**config.mk**
```make
export PLATFORM = sky130hd
export DESIGN_NAME = tlfi_ctrl
export DESIGN_NICKNAME = d
export VERILOG_FILES = /design/src/rtl/core/tlsf_free_list_index_top_defines.svh /design/src/rtl/core/tlfi_pkg.sv /design/src/rtl/core/tlfi_ctrl.sv
export SDC_FILE = /design/constraint.sdc
export NUM_CORES = 1
export LEC_CHECK = 0
export ABC_AREA = 1
export BUFFER_PORTS_ARGS = -buffer_cell sky130_fd_sc_hd__buf_2
export CORE_MARGIN = 3
export CORE_UTILIZATION = 30
export DETAILED_ROUTE_END_ITERATION = 6
export GPL_ROUTABILITY_DRIVEN = 0
export GPL_TIMING_DRIVEN = 0
export MAX_ROUTING_LAYER = met4
export PLACE_DENSITY = 0.61
export SYNTH_ARGS = -nofsm -noshare
export SYNTH_HDL_FRONTEND = slang
export SYNTH_SLANG_ARGS = --single-unit
```
**constraint.sdc**
```tcl
create_clock -name clk_i -period 1.95 [get_ports clk_i]
set_input_delay 0.39 -clock clk_i [delete_from_list [all_inputs] [get_ports clk_i]]
set_output_delay 0.39 -clock clk_i [all_outputs]
set_load 0.02 [all_outputs]
```
**src/rtl/core/tlsf_free_list_index_top_defines.svh**
```systemverilog
`ifndef TLSF_FREE_LIST_INDEX_TOP_DEFINES_SVH
`define TLSF_FREE_LIST_INDEX_TOP_DEFINES_SVH

// same-cycle check
`define TLFI_ASSERT_NOW(lbl, ante, cons, msg) \
  lbl: assert property (@(posedge clk_i) disable iff (!rst_ni) (ante) |-> (cons)) \
    else $error(msg);

// next-cycle check
`define TLFI_ASSERT_NEXT(lbl, ante, cons, msg) \
  lbl: assert property (@(posedge clk_i) disable iff (!rst_ni) (ante) |=> (cons)) \
    else $error(msg);

`endif

```
**src/rtl/core/tlfi_pkg.sv**
```systemverilog
package tlfi_pkg;

  localparam int FIRST_COUNT  = 32;
  localparam int SECOND_COUNT = 32;
  localparam int BLOCK_COUNT  = 1024;

  localparam int CMD_W  = 2;
  localparam int FL_W   = 5;
  localparam int SL_W   = 5;
  localparam int BLK_W  = 10;
  localparam int MAP_W  = 32;
  localparam int MAP_IW = $clog2(MAP_W);

  localparam int SLOT_COUNT = FIRST_COUNT * SECOND_COUNT;
  localparam int SLOT_AW    = $clog2(SLOT_COUNT);
  localparam int LINK_AW    = $clog2(BLOCK_COUNT);

  typedef enum logic [CMD_W-1:0] {
    CMD_INSERT = 2'd0,
    CMD_REMOVE = 2'd1,
    CMD_SEARCH = 2'd2,
    CMD_LOCATE = 2'd3
  } tlfi_op_e;

  typedef struct packed {
    logic [CMD_W-1:0] cmd;
    logic [FL_W-1:0]  first_level;
    logic [SL_W-1:0]  second_level;
    logic [BLK_W-1:0] block_id;
  } tlfi_in_t;

  typedef struct packed {
    logic             found;
    logic [FL_W-1:0]  found_first;
    logic [SL_W-1:0]  found_second;
    logic [BLK_W-1:0] found_block;
  } tlfi_out_t;

  typedef struct packed {
    logic load;
    logic srch1;
    logic srch2;
    logic mem_rd;
    logic hd_got;
    logic ins_wr;
    logic ins_fix;
    logic rem_wr;
    logic out_load;
  } tlfi_dp_cmd_t;

  typedef struct packed {
    logic in_ok;
    logic direct;
    logic up;
    logic s2_hit;
    logic head_nz;
    logic out_busy;
  } tlfi_dp_stat_t;

  function automatic logic [MAP_W-1:0] mask_from(input logic [MAP_IW:0] pos);
    logic [MAP_W-1:0] m;
    m = '1;
    if (32'(pos) >= MAP_W) begin
      m = '0;
    end else begin
      m = m << pos;
    end
    return m;
  endfunction

  function automatic logic [MAP_IW-1:0] lowest_set(input logic [MAP_W-1:0] v);
    logic [MAP_IW-1:0] r;
    r = '0;
    for (int i = MAP_W - 1; i >= 0; i--) begin
      if (v[i]) begin
        r = MAP_IW'(i);
      end
    end
    return r;
  endfunction

endpackage

```
**src/rtl/core/tlfi_ctrl.sv**
```systemverilog
module tlfi_ctrl import tlfi_pkg::*; (
  input  logic             clk_i,
  input  logic             rst_ni,
  input  logic             in_valid_i,
  input  logic [CMD_W-1:0] in_cmd_i,
  input  tlfi_dp_stat_t    stat_i,
  output logic             in_ready_o,
  output tlfi_dp_cmd_t     cmd_o
);

  localparam logic [3:0] ST_IDLE  = 4'd0;
  localparam logic [3:0] ST_SRCH1 = 4'd1;
  localparam logic [3:0] ST_SRCH2 = 4'd2;
  localparam logic [3:0] ST_HRD   = 4'd3;
  localparam logic [3:0] ST_HGOT  = 4'd4;
  localparam logic [3:0] ST_INS   = 4'd5;
  localparam logic [3:0] ST_INS2  = 4'd6;
  localparam logic [3:0] ST_LRD   = 4'd7;
  localparam logic [3:0] ST_REM   = 4'd8;
  localparam logic [3:0] ST_DONE  = 4'd9;

  logic [3:0]       state_q, state_d;
  logic [CMD_W-1:0] op_q, op_d;

  always_comb begin
    state_d    = state_q;
    op_d       = op_q;
    cmd_o      = '0;
    in_ready_o = 1'b0;
    case (state_q)
      ST_IDLE: begin
        in_ready_o = 1'b1;
        if (in_valid_i) begin
          cmd_o.load = 1'b1;
          op_d       = in_cmd_i;
          case (in_cmd_i)
            CMD_INSERT: state_d = stat_i.in_ok ? ST_HRD : ST_DONE;
            CMD_REMOVE: state_d = stat_i.in_ok ? ST_LRD : ST_DONE;
            default:    state_d = ST_SRCH1;
          endcase
        end
      end
      ST_SRCH1: begin
        cmd_o.srch1 = 1'b1;
        if (stat_i.direct) begin
          state_d = ST_HRD;
        end else if (stat_i.up) begin
          state_d = ST_SRCH2;
        end else begin
          state_d = ST_DONE;
        end
      end
      ST_SRCH2: begin
        cmd_o.srch2 = 1'b1;
        state_d     = stat_i.s2_hit ? ST_HRD : ST_DONE;
      end
      ST_HRD: begin
        cmd_o.mem_rd = 1'b1;
        state_d      = (op_q == CMD_INSERT) ? ST_INS : ST_HGOT;
      end
      ST_HGOT: begin
        cmd_o.hd_got = 1'b1;
        state_d      = (op_q == CMD_LOCATE && stat_i.head_nz) ? ST_LRD : ST_DONE;
      end
      ST_INS: begin
        cmd_o.ins_wr = 1'b1;
        state_d      = stat_i.head_nz ? ST_INS2 : ST_DONE;
      end
      ST_INS2: begin
        cmd_o.ins_fix = 1'b1;
        state_d       = ST_DONE;
      end
      ST_LRD: begin
        cmd_o.mem_rd = 1'b1;
        state_d      = ST_REM;
      end
      ST_REM: begin
        cmd_o.rem_wr = 1'b1;
        state_d      = ST_DONE;
      end
      ST_DONE: begin
        if (!stat_i.out_busy) begin
          cmd_o.out_load = 1'b1;
          state_d        = ST_IDLE;
        end
      end
      default: begin
        state_d = ST_IDLE;
      end
    endcase
  end

  always_ff @(posedge clk_i or negedge rst_ni) begin
    if (!rst_ni) begin
      state_q <= ST_IDLE;
      op_q    <= CMD_INSERT;
    end else begin
      state_q <= state_d;
      op_q    <= op_d;
    end
  end

endmodule

```
Yosys cells after proc, flatten, opt, wreduce, memory -nomap -nowiden
Index checks and enable logic that the tools add are counted.

word-level totals
  bits in registers = 6
  logic and storage cells = 47
  output and inout bits = 10
  bits of input ports = 11

operators by class
  multiplexer cells = 24
  reduce and logical (&&, ||, !) cells = 8
  equality and inequality tests = 13

operators with widths
  kind                count
  $mux 4              9
  $pmux 4 s9          1
  $eq 4x3->1 const B  4
  $mux 1              13
  $eq 4x2->1 const B  2
  $eq 4x4->1 const B  2
  $pmux 4 s2          1
  $eq 4x1->1 const B  1
  $logic_not 2->1     2
  $logic_not 4->1     1
  $ne 2x2->1 const B  2
  $reduce_and 2->1    2
  $reduce_or 2->1     2
  $eq 2x1->1 const B  1
  $eq 2x2->1 const B  1
  $logic_and 1x1->1   1

Longest topological paths before layout
Gate-level depths: netlist of the first run.

  word-level depth = 4
  depth in mapped cells = 8

Worst setup path before layout of the first run
Ideal clock, no wire load.

  path type = flip-flop to output port
  from = register state_q[1]
  to = output port cmd_o[0] (netlist name)
  arrival = 1.230 ns
  required time = 1.560 ns
  path slack = 0.330 ns
  stages on the path, launching flop included = 4
  cell sequence = dfrtp_1 -> inv_1 -> nand2_1 -> nor4_1

RTL lines
  what                    RTL line         text
  start, declared         tlfi_ctrl.sv:22  logic [3:0] state_q, state_d;
  start signal, assigned  tlfi_ctrl.sv:98  state_q <= state_d;
  end, declared           tlfi_ctrl.sv:8   output tlfi_dp_cmd_t cmd_o

==> results of run 1 <==
## sequential cells by signal, summed over array words and instances (netlist names)
name and count:
op_q 2, state_q 4
## critical path, cell delays in order, from the launching register on
cell and delay [ps]:
dfrtp_1 470, nor2_2 250, nand2_2 140, nor2_4 130, buf_2 180
## power by group
| part | switching (mW) | internal (mW) | total (mW) |
|---|---|---|---|
| clock network | 0.0404 | 0.0693 | 0.110 |
| logic | 0.450 | 0.216 | 0.666 |
| registers | 0.0796 | 0.184 | 0.264 |
## cells by family after synthesis
logic type	count (synthesis)
AOI/OAI and AO/OA	8
and+or+nand+nor	57
DFF	6
buffers and inverters	16
## worst max path at each step
stage,end,slack (ps),cells after the start
global route,cmd_o[8],20,4
global placement,cmd_o[8],380,4
CTS,cmd_o[8],90,4
floorplan,cmd_o[0],330,3
finish,cmd_o[8],160,4
detailed placement,cmd_o[8],350,4
## repair_timing
item | 4_1_cts | 5_1_grt
endpoints found under the hold margin | 6 | 0
setup endpoints to repair | 0 | 1
resized for setup | 0 | 1
hold buffers | 1 | 0
## per-layer routing
| layer | vias up | routed length [um] |
|---|---|---|
| met5 | - | 0 |
| met3 | 0 | 115 |
| met2 | 21 | 586 |
| met4 | 0 | 0 |
| li1 | 324 | - |
| met1 | 277 | 613 |
## per-stage QoR
stage	setup slack (ps)	utilization	hold WS, ps	instance area, sq um	cells
2_1_floorplan	330	-	94.4	523	87
3_3_place_gp	376	0.408	214	643	123
3_5_place_dp	347	0.408	218	643	123
4_1_cts	85.6	0.429	386	676	127
5_1_grt	22.3	0.432	399	681	127
6_report	157	0.432	384	681	127
## final cells by class
class                   instances  share of cell area
repair buffers                 21               0.162
clock buffers                   3              0.0331
inverters                      16              0.0882
flip-flops and latches          6               0.221
well taps                      16              0.0294
multi-input cells              65               0.467
## synthesized netlist by cell type
master    count  area [sq um]
dfrtp_1       6           150
o211ai_1      1          7.51
nor2_4        2          22.5
o21ai_0       5          25.0
nand3_1      10          50.1
inv_1        11          41.3
o21ai_2       2          17.5
inv_2         5          18.8
nor2_2        4          25.0
nor2_1       14          52.6
nand2_1      22          82.6
nor4_1        1          6.26
nand2_2       1          6.26
nor3_1        1          5.00
nand4_1       2          12.5
==> reports/results.tsv, run 1 <==
metric	value	unit
hp-class	in -> reg	
dr_total_vias	622	
powerDensity	1530	nW/um^2
synth_top_family_by_area	simple AND/OR/NAND/NOR gates	
cts_max_path_buffers	2	
grt_pass1_wl	2.29	mm
layout_common_cells	nand2_1 (22), buf_2 (20), nor2_1 (14)	
dp_hpwl	1.12	mm
first_pass_iters	4	
peakVddDrop	0.759	mV
r2r_cells	6	
die_area	2280	sq um
criticalPathCategory	reg -> out	
synth_fp_nets	98	
drt_iter0_drc	12	
initial_core_util	0.332	
drtAntennaViolNets	0	
r2r_setup_slack	630	ps
die_h	47.8	um
avgViaCountPerCell	4.90	
die_x	47.8	um
grt_max_degree	8	
clock_latency	240	ps
synth_area	523	sq um
synth-xor-area-share	0	
hold_start	in_cmd_i[0]	
slew-limit-headroom	0.813	
p_leak	0.405	nW
antenna_found_initial	0	
seq_area	150	sq um
clkTransAtPathRegs	40	ps
hold_end	op_q[0]$_DFFE_PN0P_	
grt_usage	0.148	
power	1.04	mW
multi_input_area	318	sq um
post_cts_buffers	0	
period_share	0.920	
grt_pass1_vias	570	
numClockSinks	6	
diodes	0	
postSynthAreaPerCell	6.01	sq um
io_buffers	20	
crit_required	1560	ps
setup.worst_path.start_class	register	
htreeDepth	1	
use_met3	0.0677	
io_pins	21	
yosysWarningCount	0	
hold_depth	3	
met2_usage	0.206	
fin_setup_tns	0	ps
rr_endpoint	state_q[0]$_DFFE_PN0P_	
routedWlPerCell	10.3	um
yosys_register_bits	6	
critPathMaxFanout	6	
max_freq	558	MHz
drv_cap	0	
final_common_cell	nand2_1	
netlist_instances	87	
cts_tree	yes	
synth-compound-area-share	0.0957	
final_net_count	124	
row_count	14	
drt_wl_total	1.31	mm
synth-simple-area-share	0.502	
rsz0062_at_grt	no	
worstMarginPinSlew	281	ps
grt_busiest_layer	met1	
outcome	completed	
fillers	188	
endpoint_kind	output port	
core-area	1580	sq um
final_max_slew_viol_count	0	
regToRegStartpoint	state_q[3]$_DFFE_PN0P_	
cts_root_buf	clkbuf_4	
startpoint	state_q[3]$_DFFE_PN0P_	
synth_mux_area_frac	0	
synth_cell_types	15	
grt.overflow.total	0	
ys_seq_area_frac	0.287	
finClkSkew	1.12	ps
setup_viol	0	
synth_fa_ha_area_frac	0	
finalCriticalPeriod	1790	ps
drive_above_1_share	0.333	
area_growth	30.1	%
numCtsBuffers	3	
drc_errors	0	
use_met1	0.208	
critPathArrivalTime	1400	ps
finalHoldViolations	0	
Note: power is estimated with default switching activity, not from simulation.
==> run 2: changes to the inputs <==
Settings changed: ABC_AREA 1 to unset, CAP_MARGIN set to 20.
==> run 2 against run 1 <==
Against the previous run:
- fmax down 5.2%
- combinational power increased by 17%
- first-iteration DRC count shrank 8.3%
- flip-flop and latch count unchanged
- hold slack better by 24 ps
- non-clock buffer count rose by 6
- utilization grew 1.0 points
- total power is 8.0% higher
- clock-buffer cell count did not move
- via count down 6.9%
- largest cell class unchanged
- largest power group unchanged
==> reports/results.tsv, run 2 <==
metric	value	unit	change
finalCriticalPeriod	1890	ps	was 1790 ps
cts_max_path_buffers	2		unchanged
criticalPathCategory	reg -> out		unchanged
cts_tree	yes		unchanged
finalHoldViolations	0		unchanged
ys_seq_area_frac	0.292		was 0.287
crit_chain	or4_4 -> clkinv_2 -> nand2_2 -> inv_2 -> buf_6		was nor2_2 -> nand2_2 -> nor2_4 -> buf_2
critPathArrivalTime	1500	ps	was 1400 ps
dr_total_vias	579		was 622
worstMarginPinSlew	363	ps	was 281 ps
row_count	14		unchanged
drt_iter0_drc	11		was 12
clkTransAtPathRegs	50	ps	was 40 ps
numClockSinks	6		unchanged
synth_area	514	sq um	was 523 sq um
layout_common_cells	buf_2 (20), nor2_1 (8), nand2b_1 (6), nor3_1 (6), dfrtp_1 (6)		was nand2_1 (22), buf_2 (20), nor2_1 (14)
outcome	completed		unchanged
htreeDepth	1		unchanged
dp_worst_setup_slack	250	ps	was 347 ps
final_max_slew_viol_count	0		unchanged
yosysWarningCount	0		unchanged
core-area	1560	sq um	was 1580 sq um
diodes	0		unchanged
multi_input_area	324	sq um	was 318 sq um
drv_cap	0		unchanged
powerDensity	1630	nW/um^2	was 1530 nW/um^2
setup.worst_path.start_class	register		unchanged
largest_reg_flops	4		unchanged
grt_pass1_vias	516		was 570
io_pins	21		unchanged
routedWlPerCell	11.9	um	was 10.3 um
initial_core_util	0.330		was 0.332
die_h	47.4	um	was 47.8 um
synth_top_area_cell	dfrtp_1		unchanged
die_x	47.4	um	was 47.8 um
drive_above_1_share	0.372		was 0.333
top_regs	state_q (4), op_q (2)		unchanged
synthArstFlopShare	1.00		unchanged
drtAntennaViolNets	0		unchanged
cp_slowest_cell	or4_4		was dfrtp_1
ys.flop_type	dfrtp_1		unchanged
synth_area_leaders	dfrtp_1 (29%), nand2b_1 (7.3%), nor3_1 (5.8%)		was dfrtp_1 (29%), nand2_1 (16%), nor2_1 (10%)
die_area	2250	sq um	was 2280 sq um
hp-class	in -> reg		unchanged
dpl.cell_count	104		was 123
fillers	169		was 188
final_cells	110		was 127
slew-limit-headroom	0.758		was 0.813
first_pass_iters	4		unchanged
grt_max_degree	11		was 8
fin_area	689	sq um	was 681 sq um
synth_cell_types	32		was 15
critPathMaxFanout	4		was 6
area_growth	34.1	%	was 30.1%
peakVddDrop	0.795	mV	was 0.759 mV
avgViaCountPerCell	5.26		was 4.90
top_register	state_q		unchanged
finClkSkew	4.04	ps	was 1.12 ps
seq_area	150	sq um	unchanged
synth_top_cell_area_share	0.292		was 0.287
critPathMaxStageDelay	540	ps	was 470 ps
clock_latency	240	ps	about the same
postSynthAreaPerCell	7.56	sq um	was 6.01 sq um
p_leak	0.355	nW	was 0.405 nW
max_freq	529	MHz	was 558 MHz
grt_pass1_wl	2.17	mm	was 2.29 mm
endpoint_kind	output port		unchanged
netlist_instances	68		was 87
rsz0062_at_grt	no		unchanged
dp_hpwl	1.04	mm	was 1.12 mm
grt.overflow.total	0		unchanged
fin_ws	58.1	ps	was 157 ps
synth_enable_flop_cells	0		unchanged
io_buffers	20		unchanged
final_common_cell	buf_2		was nand2_1
synth_most_common_cell	nor2_1		was nand2_1
cts_root_buf	clkbuf_4		unchanged
fin_setup_tns	0	ps	unchanged
setup_viol	0		unchanged
period_share	0.970		was 0.920
postPlaceCellArea	634	sq um	was 643 sq um
yosys_register_bits	6		unchanged
antenna_found_initial	0		unchanged
synthTopCellsByCount	nor2_1 (8), dfrtp_1 (6), nand2b_1 (6), nor3_1 (6), nand2_1 (5)		was nand2_1 (22), nor2_1 (14), inv_1 (11)
drc_errors	0		unchanged
numCtsBuffers	3		unchanged
synth_fp_nets	79		was 98
final_net_count	107		was 124
crit_required	1560	ps	about the same
grt_usage	0.147		was 0.148
drt_wl_total	1.31	mm	about the same
run 2: cell count changes after synthesis, moves of 3 or more:
cell / before / now
inv_2: 5 / 0
o22ai_1: 0 / 3
nor2_2: 4 / 0
nand3_1: 10 / 1
nor3_1: 1 / 6
inv_1: 11 / 4
a21oi_1: 0 / 3
nor2_1: 14 / 8
o21ai_0: 5 / 1
nand2b_1: 0 / 6
nand2_1: 22 / 5
run 2: kinds of logic after synthesis:
| kind of cell | synth area share |
|---|---|
| muxes | 0.0584 |
| buffers and inverters | 0.0778 |
| DFF | 0.292 |
| and+or+nand+nor | 0.377 |
| AOI/OAI and AO/OA | 0.195 |
run 2: where the power goes:
part           leakage [nW]  internal [mW]  switching, mW
Clock                0.0138         0.0696         0.0443
Combinational         0.266          0.339          0.439
Sequential           0.0744          0.186         0.0446
Total                 0.355          0.595          0.528
run 2: area by class of cell:
cell class / count / share of cell area
Inverter: 5 / 0.0290
Buffer: 4 / 0.0309
Multi-Input combinational cell: 53 / 0.470
Timing Repair Buffer: 23 / 0.191
Sequential cell: 6 / 0.218
Clock buffer: 3 / 0.0327
Tap cell: 16 / 0.0290
run 2: metrics by stage:
step	power, mW	hold WS [ps]	utilization
6_report	1.12	408	0.442
5_1_grt	1.24	405	0.442
4_1_cts	1.09	402	0.429
3_5_place_dp	0.970	215	0.407
3_3_place_gp	0.968	213	0.407
2_1_floorplan	0.790	94.4	-
run 2: what timing repair did:
action,in CTS,in global routing
pin swaps,0,1
hold buffers,1,0
setup buffers,0,2
hold endpoints to repair,6,0
endpoints found under the setup margin,1,2
gates resized for setup,1,4
run 2: per-layer routing:
metal  wire length [um]  track usage
met1                646        0.202
met2                617        0.193
met3                 45       0.0345
met4                  3       0.0829
met5                  0            -
run 2: worst max-delay path, delay by kind of cell (launching register included):
kind	cells	cell delay (ps)
buffers and inverters	3	230
AND/OR/NAND/NOR	2	620
flip-flops	1	400
run 2: final timing paths:
kind	startpoint	to	slack (ps)	depth (start not counted)
hold reg to reg	op_q[0]$_DFFE_PN0P_	op_q[0]$_DFFE_PN0P_	550	1
setup reg to reg	state_q[1]$_DFFE_PN0P_	state_q[3]$_DFFE_PN0P_	330	5
max in group asynchronous	rst_ni	op_q[1]$_DFFE_PN0P_	1310	2
hold / removal	in_cmd_i[0]	op_q[0]$_DFFE_PN0P_	410	2
setup / recovery	state_q[1]$_DFFE_PN0P_	cmd_o[8]	60	5
min in group asynchronous	rst_ni	state_q[3]$_DFFE_PN0P_	500	2
==> run 3: changes to the inputs <==
Settings changed: CORE_ASPECT_RATIO set to 1.1.
==> run 3 against run 2 <==
Against the previous run:
- clock skew down 1.5 ps
- final area up 0.36%
- sequential power about the same
- first-iteration DRC count down 9.1%
- non-clock buffer count down 1
- critical endpoint unchanged
- clock-buffer cell count unchanged
- via count down 0.69%
- largest cell class unchanged
==> reports/results.tsv, run 3 (synthesized netlist as in run 2, its figures left out) <==
metric	value	unit	change
hold_slack	408	ps	about the same
criticalPathCategory	reg -> out		unchanged
p_comb_frac	0.696		was 0.693
setup.worst_path.start_class	register		unchanged
critPathMaxStageDelay	540	ps	about the same
cp_slowest_cell	or4_4		unchanged
p_int	0.594	mW	was 0.595 mW
grt.overflow.total	0		unchanged
path_delay_family	simple AND/OR/NAND/NOR gates		unchanged
peakVddDrop	0.989	mV	was 0.795 mV
critPathMaxFanout	4		unchanged
setup_viol	0		unchanged
area_growth	34.6	%	was 34.1%
first_pass_iters	4		unchanged
endpoint_kind	output port		unchanged
row_count	15		was 14
cts_root_buf	clkbuf_4		unchanged
grt_pass1_wl	2.21	mm	was 2.17 mm
finalHoldViolations	0		unchanged
dr_total_vias	575		was 579
drv_cap	0		unchanged
crit_chain	or4_4 -> clkinv_2 -> nand2_4 -> inv_2 -> buf_6		was or4_4 -> clkinv_2 -> nand2_2 -> inv_2 -> buf_6
top_register	state_q		unchanged
drc_errors	0		unchanged
critPathArrivalTime	1480	ps	was 1500 ps
clock_latency	240	ps	about the same
rsz0062_at_grt	no		unchanged
diodes	0		unchanged
grt_max_degree	11		unchanged
final_util	0.434		was 0.442
die_area	2250	sq um	about the same
final_max_slew_viol_count	0		unchanged
crit_required	1560	ps	about the same
drive_above_1_share	0.387		was 0.372
core-area	1600	sq um	was 1560 sq um
grt_pass1_vias	553		was 516
period_share	0.960		was 0.970
routedWlPerCell	12.2	um	was 11.9 um
drtAntennaViolNets	0		unchanged
io_buffers	20		unchanged
worstMarginPinSlew	278	ps	was 363 ps
cts_tree	yes		unchanged
seq_power_share	0.206		was 0.205
clkTransAtPathRegs	40	ps	was 50 ps
top_regs	state_q (4), op_q (2)		unchanged
fillers	164		was 169
slew-limit-headroom	0.813		was 0.758
drt_wl_total	1.34	mm	was 1.31 mm
cts_max_path_buffers	2		unchanged
p_sw	0.536	mW	was 0.528 mW
final_net_count	106		was 107
numCtsBuffers	3		unchanged
antenna_found_initial	0		unchanged
largest_reg_flops	4		unchanged
layout_common_cells	buf_2 (20), nor2_1 (8), nor3_1 (6), dfrtp_1 (6)		was buf_2 (20), nor2_1 (8), nand2b_1 (6), nor3_1 (6), dfrtp_1 (6)
grt_usage	0.137		was 0.147
powerDensity	1630	nW/um^2	about the same
path_buf_inv	3		unchanged
finalCriticalPeriod	1870	ps	was 1890 ps
p_clk_frac	0.098		was 0.101
max_freq	534	MHz	was 529 MHz
final_common_cell	buf_2		unchanged
seq_area	150	sq um	unchanged
die_h	49.4	um	was 47.4 um
avgViaCountPerCell	5.23		was 5.26
p_sw_frac	0.474		was 0.470
io_pins	21		unchanged
fin_setup_tns	0	ps	unchanged
htreeDepth	1		unchanged
drt_iter0_drc	10		was 11
outcome	completed		unchanged
numClockSinks	6		unchanged
die_x	45.5	um	was 47.4 um
hp-class	in -> reg		unchanged
initial_core_util	0.322		was 0.330
dp_hpwl	1.06	mm	was 1.04 mm
multi_input_area	332	sq um	was 324 sq um
finClkSkew	2.54	ps	was 4.04 ps
p_leak	0.360	nW	was 0.355 nW
[run 3: layout make-up]
cell class	count	area share
multi-input cells	53	0.479
flip-flops and latches	6	0.217
repair buffers	22	0.179
clock buffers	3	0.0325
plain buffers	4	0.0325
well taps	17	0.0307
inverters	5	0.0289
[run 3: worst paths after layout]
| kind | end | cells after the start | from | slack [ps] |
|---|---|---|---|---|
| setup / recovery | cmd_o[8] | 5 | state_q[1]$_DFFE_PN0P_ | 80 |
| hold / removal | op_q[0]$_DFFE_PN0P_ | 2 | in_cmd_i[0] | 410 |
| setup reg to reg | state_q[3]$_DFFE_PN0P_ | 5 | state_q[1]$_DFFE_PN0P_ | 280 |
| hold reg to reg | op_q[1]$_DFFE_PN0P_ | 1 | op_q[1]$_DFFE_PN0P_ | 550 |
| max in group asynchronous | op_q[1]$_DFFE_PN0P_ | 2 | rst_ni | 1320 |
| min in group asynchronous | state_q[1]$_DFFE_PN0P_ | 2 | rst_ni | 490 |
[run 3: power by group through the flow]
stage / logic [mW] / clock network [mW] / registers (mW)
floorplan: 0.571 / 0 / 0.219
global placement: 0.738 / 0 / 0.232
detailed placement: 0.742 / 0 / 0.233
CTS: 0.750 / 0.113 / 0.231
global route: 0.864 / 0.124 / 0.241
finish: 0.787 / 0.111 / 0.233
[run 3: per-stage QoR]
| stage | instance area (sq um) | cells | power [mW] | setup WS [ps] |
|---|---|---|---|---|
| finish | 692 | 110 | 1.13 | 78.6 |
| CTS | 671 | 109 | 1.09 | 1.11 |
| floorplan | 514 | 68 | 0.790 | 299 |
| global placement | 636 | 105 | 0.970 | 271 |
| detailed placement | 636 | 105 | 0.975 | 249 |
| global route | 692 | 110 | 1.23 | 11.9 |
[run 3: per-layer routing]
metal	global-route usage	vias to the layer above	part of all wire
li1	-	292	-
met1	0.160	267	0.40
met2	0.216	14	0.53
met3	0.0443	2	0.053
met4	0.0439	0	0.0090
met5	-	-	0
[run 3: what timing repair did]
item / in CTS / in global routing
endpoints found under the hold margin: 6 / 0
hold buffers: 1 / 0
buffers inserted: 0 / 1
gates resized for setup: 1 / 8
setup endpoints to repair: 1 / 5
pin swaps: 0 / 1
